$ cat src/design/fcg_pkg.sv
// ----------------------------------------------------------------------------
// fcg_pkg - shared types and constants for the Fletcher check-byte generator
// Record passed from the front to the back, queue status, arithmetic consts.
// ----------------------------------------------------------------------------
package fcg_pkg;

    // modulus of both running sums
    localparam logic [9:0]  MOD_VAL   = 10'd255;
    // base for the second check byte
    localparam logic [9:0]  Y_BASE    = 10'd510;
    // reset value of the check position register
    localparam logic [15:0] POS_RESET = 16'd15;

    // one finished message, as the back part needs it
    typedef struct packed {
        logic [7:0] sum_a;
        logic [7:0] sum_b;
        logic [7:0] cnt_mod;   // byte count modulo 255
    } t_msg_rec;

    // status of a small queue
    typedef struct packed {
        logic full;
        logic empty;
    } t_q_status;

endpackage

$ cat src/design/fcg_fifo.sv
// ----------------------------------------------------------------------------
// fcg_fifo - small register queue
// First-word-fall-through queue, head word visible while not empty.
// ----------------------------------------------------------------------------
module fcg_fifo
    import fcg_pkg::*;
#(
    parameter int WIDTH = 24,
    parameter int DEPTH = 2
) (
    input  logic             i_clk,
    input  logic             i_rst_n,
    input  logic             i_wr_en,
    input  logic [WIDTH-1:0] i_wr_data,
    input  logic             i_rd_en,
    output logic [WIDTH-1:0] o_rd_data,
    output t_q_status        o_status
);

    localparam int AW = (DEPTH > 1) ? $clog2(DEPTH) : 1;
    localparam int CW = $clog2(DEPTH + 1);

    logic [WIDTH-1:0] r_mem [DEPTH];
    logic [AW-1:0]    r_wr_ptr, n_wr_ptr;
    logic [AW-1:0]    r_rd_ptr, n_rd_ptr;
    logic [CW-1:0]    r_cnt,    n_cnt;
    logic             w_wr, w_rd;

    // handshake qualified by status
    assign w_wr = i_wr_en && !o_status.full;
    assign w_rd = i_rd_en && !o_status.empty;

    assign o_status.full  = (r_cnt == CW'(DEPTH));
    assign o_status.empty = (r_cnt == '0);
    assign o_rd_data      = r_mem[r_rd_ptr];

    // pointer and fill count update
    always_comb begin
        n_wr_ptr = r_wr_ptr;
        n_rd_ptr = r_rd_ptr;
        n_cnt    = r_cnt;
        if (w_wr) begin
            n_wr_ptr = (r_wr_ptr == AW'(DEPTH - 1)) ? '0 : r_wr_ptr + 1'b1;
        end
        if (w_rd) begin
            n_rd_ptr = (r_rd_ptr == AW'(DEPTH - 1)) ? '0 : r_rd_ptr + 1'b1;
        end
        if (w_wr && !w_rd) begin
            n_cnt = r_cnt + 1'b1;
        end else if (w_rd && !w_wr) begin
            n_cnt = r_cnt - 1'b1;
        end
    end

    always_ff @(posedge i_clk) begin
        if (!i_rst_n) begin
            r_wr_ptr <= '0;
            r_rd_ptr <= '0;
            r_cnt    <= '0;
        end else begin
            r_wr_ptr <= n_wr_ptr;
            r_rd_ptr <= n_rd_ptr;
            r_cnt    <= n_cnt;
        end
    end

    // storage, no reset
    always_ff @(posedge i_clk) begin
        if (w_wr) begin
            r_mem[r_wr_ptr] <= i_wr_data;
        end
    end

endmodule

$ cat src/design/fcg_front.sv
// ----------------------------------------------------------------------------
// fcg_front - byte intake and running sums
// Keeps sum_a, sum_b and the saturating byte count; on the last byte it
// queues the message record and clears for the next message.
// ----------------------------------------------------------------------------
module fcg_front
    import fcg_pkg::*;
#(
    parameter int COUNT_WIDTH = 16
) (
    input  logic      i_clk,
    input  logic      i_rst_n,
    input  logic      i_accept,
    input  logic [7:0] i_data_byte,
    input  logic      i_last,
    output logic      o_rec_push,
    output t_msg_rec  o_rec
);

    logic [7:0]             r_sum_a,   n_sum_a;
    logic [7:0]             r_sum_b,   n_sum_b;
    logic [COUNT_WIDTH-1:0] r_count,   n_count;
    logic [7:0]             r_cnt_mod, n_cnt_mod;
    logic [9:0]             w_add_a, w_add_b;
    logic                   w_not_sat;

    // updated sums, one conditional subtract each
    always_comb begin
        w_add_a = {2'b00, r_sum_a} + {2'b00, i_data_byte};
        n_sum_a = (w_add_a >= MOD_VAL) ? 8'(w_add_a - MOD_VAL) : w_add_a[7:0];
        w_add_b = {2'b00, r_sum_b} + {2'b00, n_sum_a};
        n_sum_b = (w_add_b >= MOD_VAL) ? 8'(w_add_b - MOD_VAL) : w_add_b[7:0];
    end

    // count saturates; its residue stops with it
    always_comb begin
        w_not_sat = (r_count != '1);
        n_count   = r_count;
        n_cnt_mod = r_cnt_mod;
        if (w_not_sat) begin
            n_count   = r_count + 1'b1;
            n_cnt_mod = ({2'b00, r_cnt_mod} == MOD_VAL - 10'd1) ? 8'd0
                                                                 : r_cnt_mod + 8'd1;
        end
    end

    // record for the back part
    assign o_rec_push    = i_accept && i_last;
    assign o_rec.sum_a   = n_sum_a;
    assign o_rec.sum_b   = n_sum_b;
    assign o_rec.cnt_mod = n_cnt_mod;

    always_ff @(posedge i_clk) begin
        if (!i_rst_n) begin
            r_sum_a   <= '0;
            r_sum_b   <= '0;
            r_count   <= '0;
            r_cnt_mod <= '0;
        end else if (i_accept) begin
            if (i_last) begin
                r_sum_a   <= '0;
                r_sum_b   <= '0;
                r_count   <= '0;
                r_cnt_mod <= '0;
            end else begin
                r_sum_a   <= n_sum_a;
                r_sum_b   <= n_sum_b;
                r_count   <= n_count;
                r_cnt_mod <= n_cnt_mod;
            end
        end
    end

endmodule

$ cat src/design/fcg_back.sv
// ----------------------------------------------------------------------------
// fcg_back - check byte computation
// Stage 1 forms the position offset and multiplies; stage 2 reduces and
// derives X and Y, writing the result queue.
// ----------------------------------------------------------------------------
module fcg_back
    import fcg_pkg::*;
(
    input  logic        i_clk,
    input  logic        i_rst_n,
    input  logic        i_cfg_wr_en,
    input  logic [15:0] i_cfg_wr_data,
    input  t_msg_rec    i_rec,
    input  t_q_status   i_rec_status,
    output logic        o_rec_pop,
    input  t_q_status   i_out_status,
    output logic        o_out_push,
    output logic [15:0] o_out_data
);

    logic [15:0] r_pos;
    logic        r_s1_valid;
    logic [15:0] r_prod;
    logic [7:0]  r_sa, r_sb;
    logic        w_s1_ready;
    logic [9:0]  w_pfold, w_pr1, w_pm, w_d;
    logic [15:0] w_prod;
    logic [9:0]  w_fold, w_pmod, w_xraw, w_x, w_y0, w_y;

    // check position register
    always_ff @(posedge i_clk) begin
        if (!i_rst_n) begin
            r_pos <= POS_RESET;
        end else if (i_cfg_wr_en) begin
            r_pos <= i_cfg_wr_data;
        end
    end

    // position modulo 255 (256 = 1 mod 255) and offset d
    always_comb begin
        w_pfold = {2'b00, r_pos[15:8]} + {2'b00, r_pos[7:0]};
        w_pr1   = (w_pfold >= MOD_VAL) ? w_pfold - MOD_VAL : w_pfold;
        w_pm    = (w_pr1 == MOD_VAL) ? 10'd0 : w_pr1;
        w_d     = ({2'b00, i_rec.cnt_mod} >= w_pm)
                ? {2'b00, i_rec.cnt_mod} - w_pm
                : {2'b00, i_rec.cnt_mod} + MOD_VAL - w_pm;
        w_prod  = {8'd0, w_d[7:0]} * {8'd0, i_rec.sum_a};
    end

    // stage 1 advance
    assign w_s1_ready = !r_s1_valid || !i_out_status.full;
    assign o_rec_pop  = !i_rec_status.empty && w_s1_ready;

    always_ff @(posedge i_clk) begin
        if (!i_rst_n) begin
            r_s1_valid <= 1'b0;
        end else if (w_s1_ready) begin
            r_s1_valid <= !i_rec_status.empty;
        end
    end

    always_ff @(posedge i_clk) begin
        if (o_rec_pop) begin
            r_prod <= w_prod;
            r_sa   <= i_rec.sum_a;
            r_sb   <= i_rec.sum_b;
        end
    end

    // stage 2: X = (d*a - b) mod 255 in 1..255, Y = 510 - a - X reduced once
    always_comb begin
        w_fold = {2'b00, r_prod[15:8]} + {2'b00, r_prod[7:0]};
        w_pmod = (w_fold >= MOD_VAL) ? w_fold - MOD_VAL : w_fold;
        w_xraw = (w_pmod >= {2'b00, r_sb}) ? w_pmod - {2'b00, r_sb}
                                           : w_pmod + MOD_VAL - {2'b00, r_sb};
        w_x    = (w_xraw == 10'd0) ? MOD_VAL : w_xraw;
        w_y0   = Y_BASE - {2'b00, r_sa} - w_x;
        w_y    = (w_y0 > MOD_VAL) ? w_y0 - MOD_VAL : w_y0;
    end

    assign o_out_push = r_s1_valid && !i_out_status.full;
    assign o_out_data = {w_x[7:0], w_y[7:0]};

endmodule

$ cat src/design/fletcher_checkbyte_generator.sv
// ----------------------------------------------------------------------------
// fletcher_checkbyte_generator - Fletcher (ISO 8473) check byte generator
// Takes one byte per cycle unless full; after the last byte it delivers X/Y.
// ----------------------------------------------------------------------------
// Throughput: one byte per cycle unless full (combinational mod-255 sum update).
// The check word reaches the result side through the record queue, then the
// multiply stage, then the result queue; a full result queue stalls it.
// Reset (synchronous, active low): sums and count cleared, queues emptied,
// check position set to 15.
// ----------------------------------------------------------------------------
module fletcher_checkbyte_generator
    import fcg_pkg::*;
#(
    parameter int COUNT_WIDTH = 16
) (
    input  logic        i_clk,
    input  logic        i_rst_n,
    input  logic        i_cfg_wr_en,
    input  logic [15:0] i_cfg_wr_data,
    input  logic        push,
    output logic        full,
    input  logic [7:0]  i_data_byte,
    input  logic        i_last,
    output logic        empty,
    input  logic        pop,
    output logic [15:0] o_checksum
);

    localparam int REC_W = $bits(t_msg_rec);

    t_msg_rec    w_rec_in, w_rec_out;
    logic [REC_W-1:0] w_rec_rd;
    logic        w_rec_push, w_rec_pop, w_accept;
    t_q_status   w_rec_status, w_out_status;
    logic        w_out_push;
    logic [15:0] w_out_data;

    assign w_accept  = push && !full;
    assign full      = w_rec_status.full;
    assign empty     = w_out_status.empty;
    assign w_rec_out = t_msg_rec'(w_rec_rd);

    // front: intake and running sums
    fcg_front #(
        .COUNT_WIDTH (COUNT_WIDTH)
    ) u_front (
        .i_clk       (i_clk),
        .i_rst_n     (i_rst_n),
        .i_accept    (w_accept),
        .i_data_byte (i_data_byte),
        .i_last      (i_last),
        .o_rec_push  (w_rec_push),
        .o_rec       (w_rec_in)
    );

    // record queue between front and back
    fcg_fifo #(
        .WIDTH (REC_W),
        .DEPTH (2)
    ) u_rec_q (
        .i_clk     (i_clk),
        .i_rst_n   (i_rst_n),
        .i_wr_en   (w_rec_push),
        .i_wr_data (w_rec_in),
        .i_rd_en   (w_rec_pop),
        .o_rd_data (w_rec_rd),
        .o_status  (w_rec_status)
    );

    // back: check byte arithmetic
    fcg_back u_back (
        .i_clk         (i_clk),
        .i_rst_n       (i_rst_n),
        .i_cfg_wr_en   (i_cfg_wr_en),
        .i_cfg_wr_data (i_cfg_wr_data),
        .i_rec         (w_rec_out),
        .i_rec_status  (w_rec_status),
        .o_rec_pop     (w_rec_pop),
        .i_out_status  (w_out_status),
        .o_out_push    (w_out_push),
        .o_out_data    (w_out_data)
    );

    // result queue
    fcg_fifo #(
        .WIDTH (16),
        .DEPTH (2)
    ) u_out_q (
        .i_clk     (i_clk),
        .i_rst_n   (i_rst_n),
        .i_wr_en   (w_out_push),
        .i_wr_data (w_out_data),
        .i_rd_en   (pop),
        .o_rd_data (o_checksum),
        .o_status  (w_out_status)
    );

endmodule

$ cat config.mk
export PLATFORM = sky130hd
export DESIGN_NAME = fletcher_checkbyte_generator
export DESIGN_NICKNAME = d
export VERILOG_FILES = /design/src/design/fcg_pkg.sv /design/src/design/fcg_fifo.sv /design/src/design/fcg_front.sv /design/src/design/fcg_back.sv /design/src/design/fletcher_checkbyte_generator.sv
export SDC_FILE = /design/constraint.sdc
export NUM_CORES = 1
export LEC_CHECK = 0
export BUFFER_PORTS_ARGS = -buffer_cell sky130_fd_sc_hd__buf_4
export CORE_ASPECT_RATIO = 0.8
export CORE_MARGIN = 2
export CORE_UTILIZATION = 30
export CTS_CLUSTER_DIAMETER = 150
export DETAILED_ROUTE_END_ITERATION = 8
export PLACE_DENSITY = 0.48
export REMOVE_ABC_BUFFERS = 1
export SLEW_MARGIN = 20
export SYNTH_ARGS = -nofsm -noshare
export SYNTH_HDL_FRONTEND = slang
export SYNTH_SLANG_ARGS = --single-unit
$ cat constraint.sdc
create_clock -name i_clk -period 9.4 [get_ports i_clk]
set_clock_uncertainty 0.2 [all_clocks]
set_input_delay 0.94 -clock i_clk [delete_from_list [all_inputs] [get_ports i_clk]]
set_output_delay 0.94 -clock i_clk [all_outputs]
set_load 0.03 [all_outputs]
* Word-level counts from Yosys, hierarchy flattened
Memories as Yosys holds them, arrays and structs flattened. A register that Yosys moved wholly into a read port is not among the register bits.
Index checks and enable logic that the tools add are counted.
** Storage, ports and cells
- Bits in registers :: 97
- RAM bits :: 80
- Input bits :: 30
- Output and inout bits :: 18
- Logic and storage cells :: 118
- Memories kept :: 2
** Memories
- u_rec_q.r_mem :: depth 2, bits a word 24, rd ports 1, clocked after Yosys merged registers in 1, wr ports 1, line fcg_fifo.sv:23 : logic [WIDTH-1:0] r_mem [DEPTH];
- u_out_q.r_mem :: depth 2, bits a word 16, rd ports 1, clocked after Yosys merged registers in 1, wr ports 1, line fcg_fifo.sv:23
** Cells by class
- $add $sub $neg :: 27
- $mul :: 1
- $lt $le $gt $ge :: 7
- Equality and inequality tests :: 5
- Muxes and demuxes :: 32
- Reduce and logical (&&, ||, !) cells :: 29
** Operators by type and width (count)
- 2-to-1 mux 8 bit :: 9
- 2-to-1 mux 10 bit :: 5
- adder 8 x 8 -> 9 bit :: 4
- 2-to-1 mux 16 bit :: 2
- subtractor 8 bit (second input constant) :: 3
- >= comparator 10 x 8 -> 1 bit (second input constant) :: 2
- subtractor 10 x 8 -> 10 bit :: 2
- subtractor 10 x 8 -> 10 bit (second input constant) :: 2
- >= comparator 9 x 8 -> 1 bit (second input constant) :: 2
- adder 16 x 1 -> 16 bit (second input constant) :: 1
- multiplier 8 x 8 -> 16 bit :: 1
- inequality test 16 bit (second input constant) :: 1
- subtractor 8 bit :: 2
- logical AND 1 bit :: 12
- 2-to-1 mux 1 bit :: 12
- adder 10 x 8 -> 10 bit (second input constant) :: 1
- == test 10 x 8 -> 1 bit (second input constant) :: 1
- >= comparator 10 x 8 -> 1 bit :: 1
- >= comparator 8 x 10 -> 1 bit :: 1
- greater-than comparator 10 x 8 -> 1 bit (second input constant) :: 1
- logical NOT 10 bit :: 1
- subtractor 10 bit :: 1
- subtractor 9 x 8 -> 10 bit (first input constant) :: 1
- logical NOT 1 bit :: 9
- other kinds (12) :: 24

* Longest topological paths before layout
Gate-level depths: netlist of the first run.
- Depth after elaboration :: 11
- Gate-level depth with buffers :: 47
- Gate-level depth less buffers :: 46

* Modules after synthesis
From an unflattened synthesis of the first run, not the netlist that was laid out.
** Second synthesis, totals
- Cell total of the unflattened synthesis :: 1371
- Area, all modules :: 13784.5 sq um
** By module, submodules not included
- fcg_back :: instances 1, cells each 789, area each 7208.2 sq um, seq. area each 1301.2 sq um
- fcg_front :: instances 1, cells each 406, area each 3214.3 sq um, seq. area each 800.8 sq um
- fcg_fifo at u_rec_q :: instances 1, cells each 100, area each 1960.6 sq um, seq. area each 1541.5 sq um
- fcg_fifo at u_out_q :: instances 1, cells each 75, area each 1387.6 sq um, seq. area each 1061.0 sq um
- fletcher_checkbyte_generator :: instances 1, cells each 1, area each 13.8 sq um, seq. area each 0.0 sq um

* Worst setup path before layout of the first run
No wires, ideal clock.
- Kind :: register to register
- Start point :: register u_back.r_pos[0]
- End point :: register u_back.r_prod[15], data pin
- Setup time :: 260 ps
- Arrival time :: 9341 ps
- Data required time :: 8940 ps
- Path slack :: -401 ps
- Cell stages (with the launch flop) :: 47
- Path buffers :: 2
- Clock period less this slack :: 9801 ps
- Cell sequence :: dfxtp_1 > ha_1 > fa_1 > a21o_1 > a21oi_1 > xnor2_1 > nand3_1 > nor3_1 > ha_1 > or3b_2 > nand2_1 > or4_1 > xnor2_1 > nand2_1 > and2_1 > ha_1 > inv_1 > fa_1 > [... 11 more ...] > a211oi_1 > fa_1 > fa_1 > inv_1 > fa_1 > inv_1 > fa_1 > inv_1 > ha_1 > a21boi_0 > o21ai_0 > a21boi_0 > o21ai_0 > nand2b_1 > a21o_1 > a21oi_1 > o21ai_0 > xnor2_1
** On the way
- Word-level cells in the longest chain between the ends :: 8
- Elaborated cells between the ends (all ways) :: 11
- Classes of those cells :: add/sub: 4; mul: 1; order compare: 2; eq/ne: 1; mux: 3
** Ends and longest elaborated chain
- from (decl) :: line fcg_back.sv:21 : logic [15:0] r_pos;
- from (signal assigned) :: line fcg_back.sv:35 : r_pos <= i_cfg_wr_data;
- adder 8 x 8 -> 9 bit * :: line fcg_back.sv:41 : w_pfold = {2'b00, r_pos[15:8]} + {2'b00, r_pos[7:0]};
- subtractor 10 x 8 -> 10 bit or >= comparator 10 x 8 -> 1 bit (tied branches) :: line fcg_back.sv:42 : w_pr1 = (w_pfold >= MOD_VAL) ? w_pfold - MOD_VAL : w_pfold;
- 2-to-1 mux 10 bit * :: line fcg_back.sv:42
- == test 10 x 8 -> 1 bit :: line fcg_back.sv:43 : w_pm = (w_pr1 == MOD_VAL) ? 10'd0 : w_pr1;
- 2-to-1 mux 10 bit * :: line fcg_back.sv:43
- subtractor 8 bit (tied with other cells) :: line fcg_back.sv:46 : : {2'b00, i_rec.cnt_mod} + MOD_VAL - w_pm;
- 2-to-1 mux 8 bit * :: line fcg_back.sv:45 : ? {2'b00, i_rec.cnt_mod} - w_pm
- multiplier 8 x 8 -> 16 bit * :: line fcg_back.sv:47 : w_prod = {8'd0, w_d[7:0]} * {8'd0, i_rec.sum_a};
- net u_back.w_prod[15] :: line fcg_back.sv:27 : logic [15:0] w_prod;
- to (signal assigned) :: line fcg_back.sv:64 : r_prod <= w_prod;
- to (decl) :: line fcg_back.sv:23 : logic [15:0] r_prod;
Mark *: on every way through the listed nets, which the timed path passes. The rest lies on a longest branch.
A chain may end at the register's enable or synchronous reset.

* Worst setup path in the final report of the first run
Same ends and word-level chain as after synthesis.

==> results of run 1 <==
layout make-up:
| type | count | area [µm²] |
|---|---|---|
| clock buffers | 18 | 429 |
| clock inverters | 14 | 138 |
| fillers | 4300 | 27400 |
| inverters | 125 | 469 |
| multi-input cells | 982 | 8190 |
| flip-flops and latches | 179 | 4710 |
| well taps | 560 | 701 |
| repair buffers | 151 | 1150 |
what timing repair did:
action	CTS	global route
pin swaps	3	54
buffers inserted	3	18
gates resized for setup	13	74
endpoints found under the setup margin	4	23
worst max-delay path: cells and delay by family, from the launching register on:
kind            cells  cell delay, ps
fa+ha+maj           9            3190
compound gates     16            2420
simple gates        9            1280
mux                 2             580
buf+inv             5             430
xor+xnor            3             400
flops               1             340
cell families (layout without fill, tap and decap cells):
logic type,Yosys count,after routing,synth area share (%)
mux,66,66,5.37
fa+ha+maj,174,174,19.4
xor+xnor,102,102,6.78
compound gates,232,232,12.0
buf+inv,154,308,4.58
flops,179,179,35.7
simple gates,408,408,16.2
stage by stage:
stage	hold slack [ps]	util (%)	std cells	setup TNS, ps
5_1_grt	309	36.5	2029	-153
4_1_cts	283	35.5	2011	0
6_report	279	36.5	2029	0
2_1_floorplan	245	-	1286	-721
3_3_place_gp	263	34.0	1976	-134
3_5_place_dp	265	34.0	1976	-577
flip-flops by register name, summed over array words and instances (netlist names), 2 cells and up, named ones only:
name               flops
u_front.r_sum_b        8
u_front.r_count       16
u_front.r_cnt_mod      8
u_rec_q.r_mem         48
u_back.r_prod         16
u_front.r_sum_a        8
u_rec_q.r_cnt          2
u_back.r_pos          16
u_out_q.r_cnt          2
u_back.r_sb            8
u_out_q.r_mem         32
u_back.r_sa            8
synth_stat cells, types with 7 or more instances:
master      n
a211oi_1    8
a21boi_0   10
a21o_1     14
a21oi_1    49
a22o_1     14
a22oi_1     9
a31oi_1    10
and2_1     21
clkbuf_1   17
dfxtp_1    67
edfxtp_1  112
fa_1       51
ha_1      123
inv_1     125
mux2_2     33
mux2i_1    32
nand2_1    77
nand2b_1   35
nand3_1    20
nand3b_1    7
nand4_1    11
nor2_1    121
nor2b_1    38
nor3_1     26
o21a_1      7
o21ai_0    51
o21bai_1   10
o311ai_0    7
o31ai_1     9
or3_1      11
xnor2_1    63
xor2_1     39
worst max path at each step:
stage                     slack, ps             from           endpoint
after floorplan                -390  u_back.r_pos[0]  u_back.r_prod[15]
after global placement         -110  u_back.r_pos[0]  u_back.r_prod[15]
after detailed placement       -270  u_back.r_pos[0]  u_back.r_prod[15]
after CTS                        20  u_back.r_pos[0]  u_back.r_prod[15]
after global routing            -90  u_back.r_pos[0]  u_back.r_prod[15]
final                           290  u_back.r_pos[0]  u_back.r_prod[15]
per-layer routing:
metal,track usage [%],routed length (µm),vias to the layer above
li1,-,-,4892
met2,19.0,12100,123
met3,2.64,1040,23
met1,19.6,15800,4539
met5,0,0,-
met4,3.56,372,0
==> impl_metrics.toml, run 1 <==
[floorplan]
die_x_um = 238
die_y_um = 191
core-area_um2 = 43200
dieArea_um2 = 45600
start_util_pct = 30.5
rows = 68
io_pins = 48

[detailed_routing]
avgViaCountPerCell = 4.72
drtIter0Drc = 585
dr.pass1.iters = 4
wl_um = 29300
wl_per_cell_um = 14.5
num_vias = 9577
drc_errors = 0
antenna_left = 0

[timing]
period_needed_ps = 9110
worst_slew_pin_slew_ps = 899
setup_violations = 0
finalWorstSetupSlack_ps = 290
relSlewSlack_pct = 38.3
finalCritPeriodShare_pct = 96.9
fmaxAchievable_ghz = 0.110
slew_violations = 0
finalHoldViolations = 0

[placement]
dp_hpwl_um = 22500
place_area_um2 = 14700
port_buffers = 47
place_ws_ps = -275
place.gp.congestion = 0.841

[yosys]
synth.largest_area_cell = "edfxtp_1"
syn_area_per_cell_um2 = 10.0
synth_area_leaders = "edfxtp_1 26%, ha_1 12%, dfxtp_1 10%"
ys_ff_latch = 179
yosysTopAreaCellShare_pct = 25.5
synthArstFlopShare_pct = 0
synth_edf_count = 112
synth_sequential_area_ratio_pct = 35.7
ys_warn_count = 0
mappedNetlistArea_um2 = 13200
netlist_instances = 1315
synth_ff_type = "edfxtp_1"
yosysUniqueCellTypes = 83

[clocking]
root_buffer = "clkbuf_16"
cts.reportedPaths.clkPinSlew_ps = 70
insertion_delay_ps = 450
numCtsBuffers = 17
cts_tree = "yes"
hold_buffers = 0
h-tree-depth = 4
clockBufferDepth = 2
cts.sinks = 179

[worst_setup_path]
r2r-end = "u_back.r_prod[15]"
rrSetupSlack_ps = 290
worst_setup_path_start_kind = "register"
r2r_cells = 44
slowest_delay_ps = 540
critPathKind = "register to register"
crit_required_ps = 9390
critical-path-slowest-cell = "fa_1"
r2r-start = "u_back.r_pos[0]"
crit_fanout = 8
arrival_ps = 9100
cp-end-kind = "register"

[min_path]
min_from = "u_front.r_sum_a[2]"
min_to = "u_front.r_sum_a[2]"
min_path_cells = 1
hold_path.class = "register to register"

[global_routing]
grt_pass1_wl_um = 47500
track_usage_pct = 13.1
gr-total-overflow = 0
grt_pass1_vias = 9298
antenna_found_initial = 0
grt_max_degree = 45

[run_status]
status = "finished, final reports clean"

[layout]
layout_common_cells = "147 x buf_4, 123 x inv_1, 117 x nor2_1"
finalInstanceArea_um2 = 15800
n_antenna_cell = 0
layout_commonest_cell = "buf_4"
nets = 1660
area_growth_pct = 19.8
drive_gt1_share_pct = 20.3

[flow_run]
max_cap_violations = 0
Power of run 1 is left out: the tool's default activity adds up to more than one toggle a clock period on the data nets, which glitch-free logic cannot reach.
==> inputs of run 2 (changes only) <==
- ABC_AREA: default -> 1
==> run 2 against run 1 <==
Critical path depth grew 6. Setup slack better by 82 ps. Wire length is 1.0% lower. Die area increased by 0.59%. Fmax up 0.91%. Critical endpoint unchanged.
==> impl_metrics.toml, run 2 <==
[worst_setup_path]
cp-end-kind = "register"
slowest_delay_ps = 610
r2r_cells = 50
crit_fanout = 6
crit_family = "adder cells"
worst_setup_path_start_kind = "register"
crit_start = "u_back.r_pos[0]"
r2r-start = "u_back.r_pos[0]"
cpMostUsedCell = "nor2_1"
arrival_ps = 9040
crit_required_ps = 9410
cp.depth = 50
critical-path-slowest-cell = "fa_2"
worst-path-buf-inv = 5
critPathKind = "register to register"

[yosys]
synthArstFlopShare_pct = 0
netlist_instances = 1575
ys_warn_count = 0
synth.most_common_cell = "nand2_1"
yosysUniqueCellTypes = 48
mappedNetlistArea_um2 = 13200
syn_area_per_cell_um2 = 8.41
synth_ff_type = "edfxtp_1"
synth_edf_count = 112
yosysTopAreaCellShare_pct = 25.4
synth.largest_area_cell = "edfxtp_1"
synth.cells.most_frequent = "293 x nand2_1, 254 x inv_1, 166 x nor2_1"
ys_ff_latch = 179
synth_sequential_area_ratio_pct = 35.5
synth_area_leaders = "edfxtp_1 25%, ha_1 12%, dfxtp_1 10%"

[layout]
layout_common_cells = "277 x nand2_1, 250 x inv_1, 159 x nor2_1"
area_growth_pct = 15.5
drive_gt1_share_pct = 16.1
n_antenna_cell = 0
nets = 1858
largest_reg_flops = 48
reg_top3 = "u_rec_q.r_mem (48), u_out_q.r_mem (32)"
largest_register = "u_rec_q.r_mem"
layout_commonest_cell = "nand2_1"

[floorplan]
start_util_pct = 30.5
die_x_um = 239
io_pins = 48
core-area_um2 = 43400
die_y_um = 192
rows = 68
dieArea_um2 = 45900

[timing]
period_needed_ps = 9030
setup_violations = 0
relSlewSlack_pct = 44.8
finalHoldViolations = 0
finalCritPeriodShare_pct = 96.0
hold_slack_ps = 247
finalWorstSetupSlack_ps = 372
slew_violations = 0
finalSetupTns_ps = 0
worst_slew_pin_slew_ps = 819
fmaxAchievable_ghz = 0.111

[placement]
dp_hpwl_um = 22700
place_ws_ps = -138
port_buffers = 47
place.gp.congestion = 0.846

[clocking]
cts.reportedPaths.clkPinSlew_ps = 80
clockBufferDepth = 2
numCtsBuffers = 17
root_buffer = "clkbuf_16"
cts_tree = "yes"
h-tree-depth = 4
cts.sinks = 179
insertion_delay_ps = 460
hold_buffers = 0

[global_routing]
track_usage_pct = 13.2
gr-total-overflow = 0
grt_pass1_vias = 9676
antenna_found_initial = 0
grt_max_degree = 36
grt_pass1_wl_um = 48300

[detailed_routing]
dr.pass1.iters = 5
drc_errors = 0
drtIter0Drc = 462
num_vias = 10100
antenna_left = 0
wl_um = 29000
wl_per_cell_um = 13.0
avgViaCountPerCell = 4.53

[min_path]
min_from = "u_rec_q.r_rd_ptr"
min_path_cells = 1
hold_path.class = "register to register"

[run_status]
status = "finished, final reports clean"

[flow_run]
max_cap_violations = 0
run 2: changes by cell type after synthesis, moves of 38 or more:
cell and change:
nand2_1 +216, xnor2_1 -38, a21oi_1 +43, nor2b_1 -38, inv_1 +129, nor2_1 +45
run 2: final cells by class:
type | instances | area (µm²)
clock buffers | 17 | 425
well taps | 560 | 701
fillers | 4484 | 28100
multi-input cells | 1101 | 7660
flip-flops and latches | 179 | 4710
clock inverters | 15 | 148
inverters | 274 | 1030
repair buffers | 81 | 621
run 2: per-stage QoR:
stage	util [%]	cell area (µm²)	std cells
after floorplan	-	13100	1553
after global placement	32.9	14300	2170
after detailed placement	32.9	14300	2170
after CTS	34.3	14900	2204
after global routing	35.3	15300	2227
final	35.3	15300	2227
run 2: worst register-to-register path: cells and delay by family, from the launching register on:
kind            cells  cell delay, ps
compound gates     16            2080
xor+xnor            1              70
buf+inv             5             430
flops               1             340
fa+ha+maj          10            3680
simple gates       18            1970
run 2: path summary, 6_finish.rpt:
path                            end  slack (ps)
setup / recovery  u_back.r_prod[15]         370
hold / removal             register         250
hold reg to reg            register         250
setup reg to reg  u_back.r_prod[15]         370
run 2: metal layers:
layer	GRT usage, %	wire, µm	up-vias	part of all wire [%]
li1	-	-	5262	-
met1	19.6	15500	4670	53
met2	19.4	12300	136	42
met3	2.44	924	22	3.2
met4	3.46	319	0	1.1
met5	0	0	-	0
run 2: timing repair:
item	CTS	global route
setup buffers	1	23
pin swaps	1	38
setup endpoints to repair	3	8
hold endpoints to repair	0	0
gates resized for setup	5	67
gates cloned	1	0
run 2: cells by family (layout without fill, tap and decap cells):
| family | count (synthesis) | after routing | share of synthesized area [%] |
|---|---|---|---|
| compound gates | 221 | 221 | 9.25 |
| xor+xnor | 83 | 83 | 5.49 |
| fa+ha+maj | 174 | 174 | 19.3 |
| buf+inv | 296 | 387 | 8.54 |
| flops | 179 | 179 | 35.5 |
| mux | 30 | 30 | 2.55 |
| simple gates | 592 | 593 | 19.4 |
Power of run 2 is left out for the same reason.
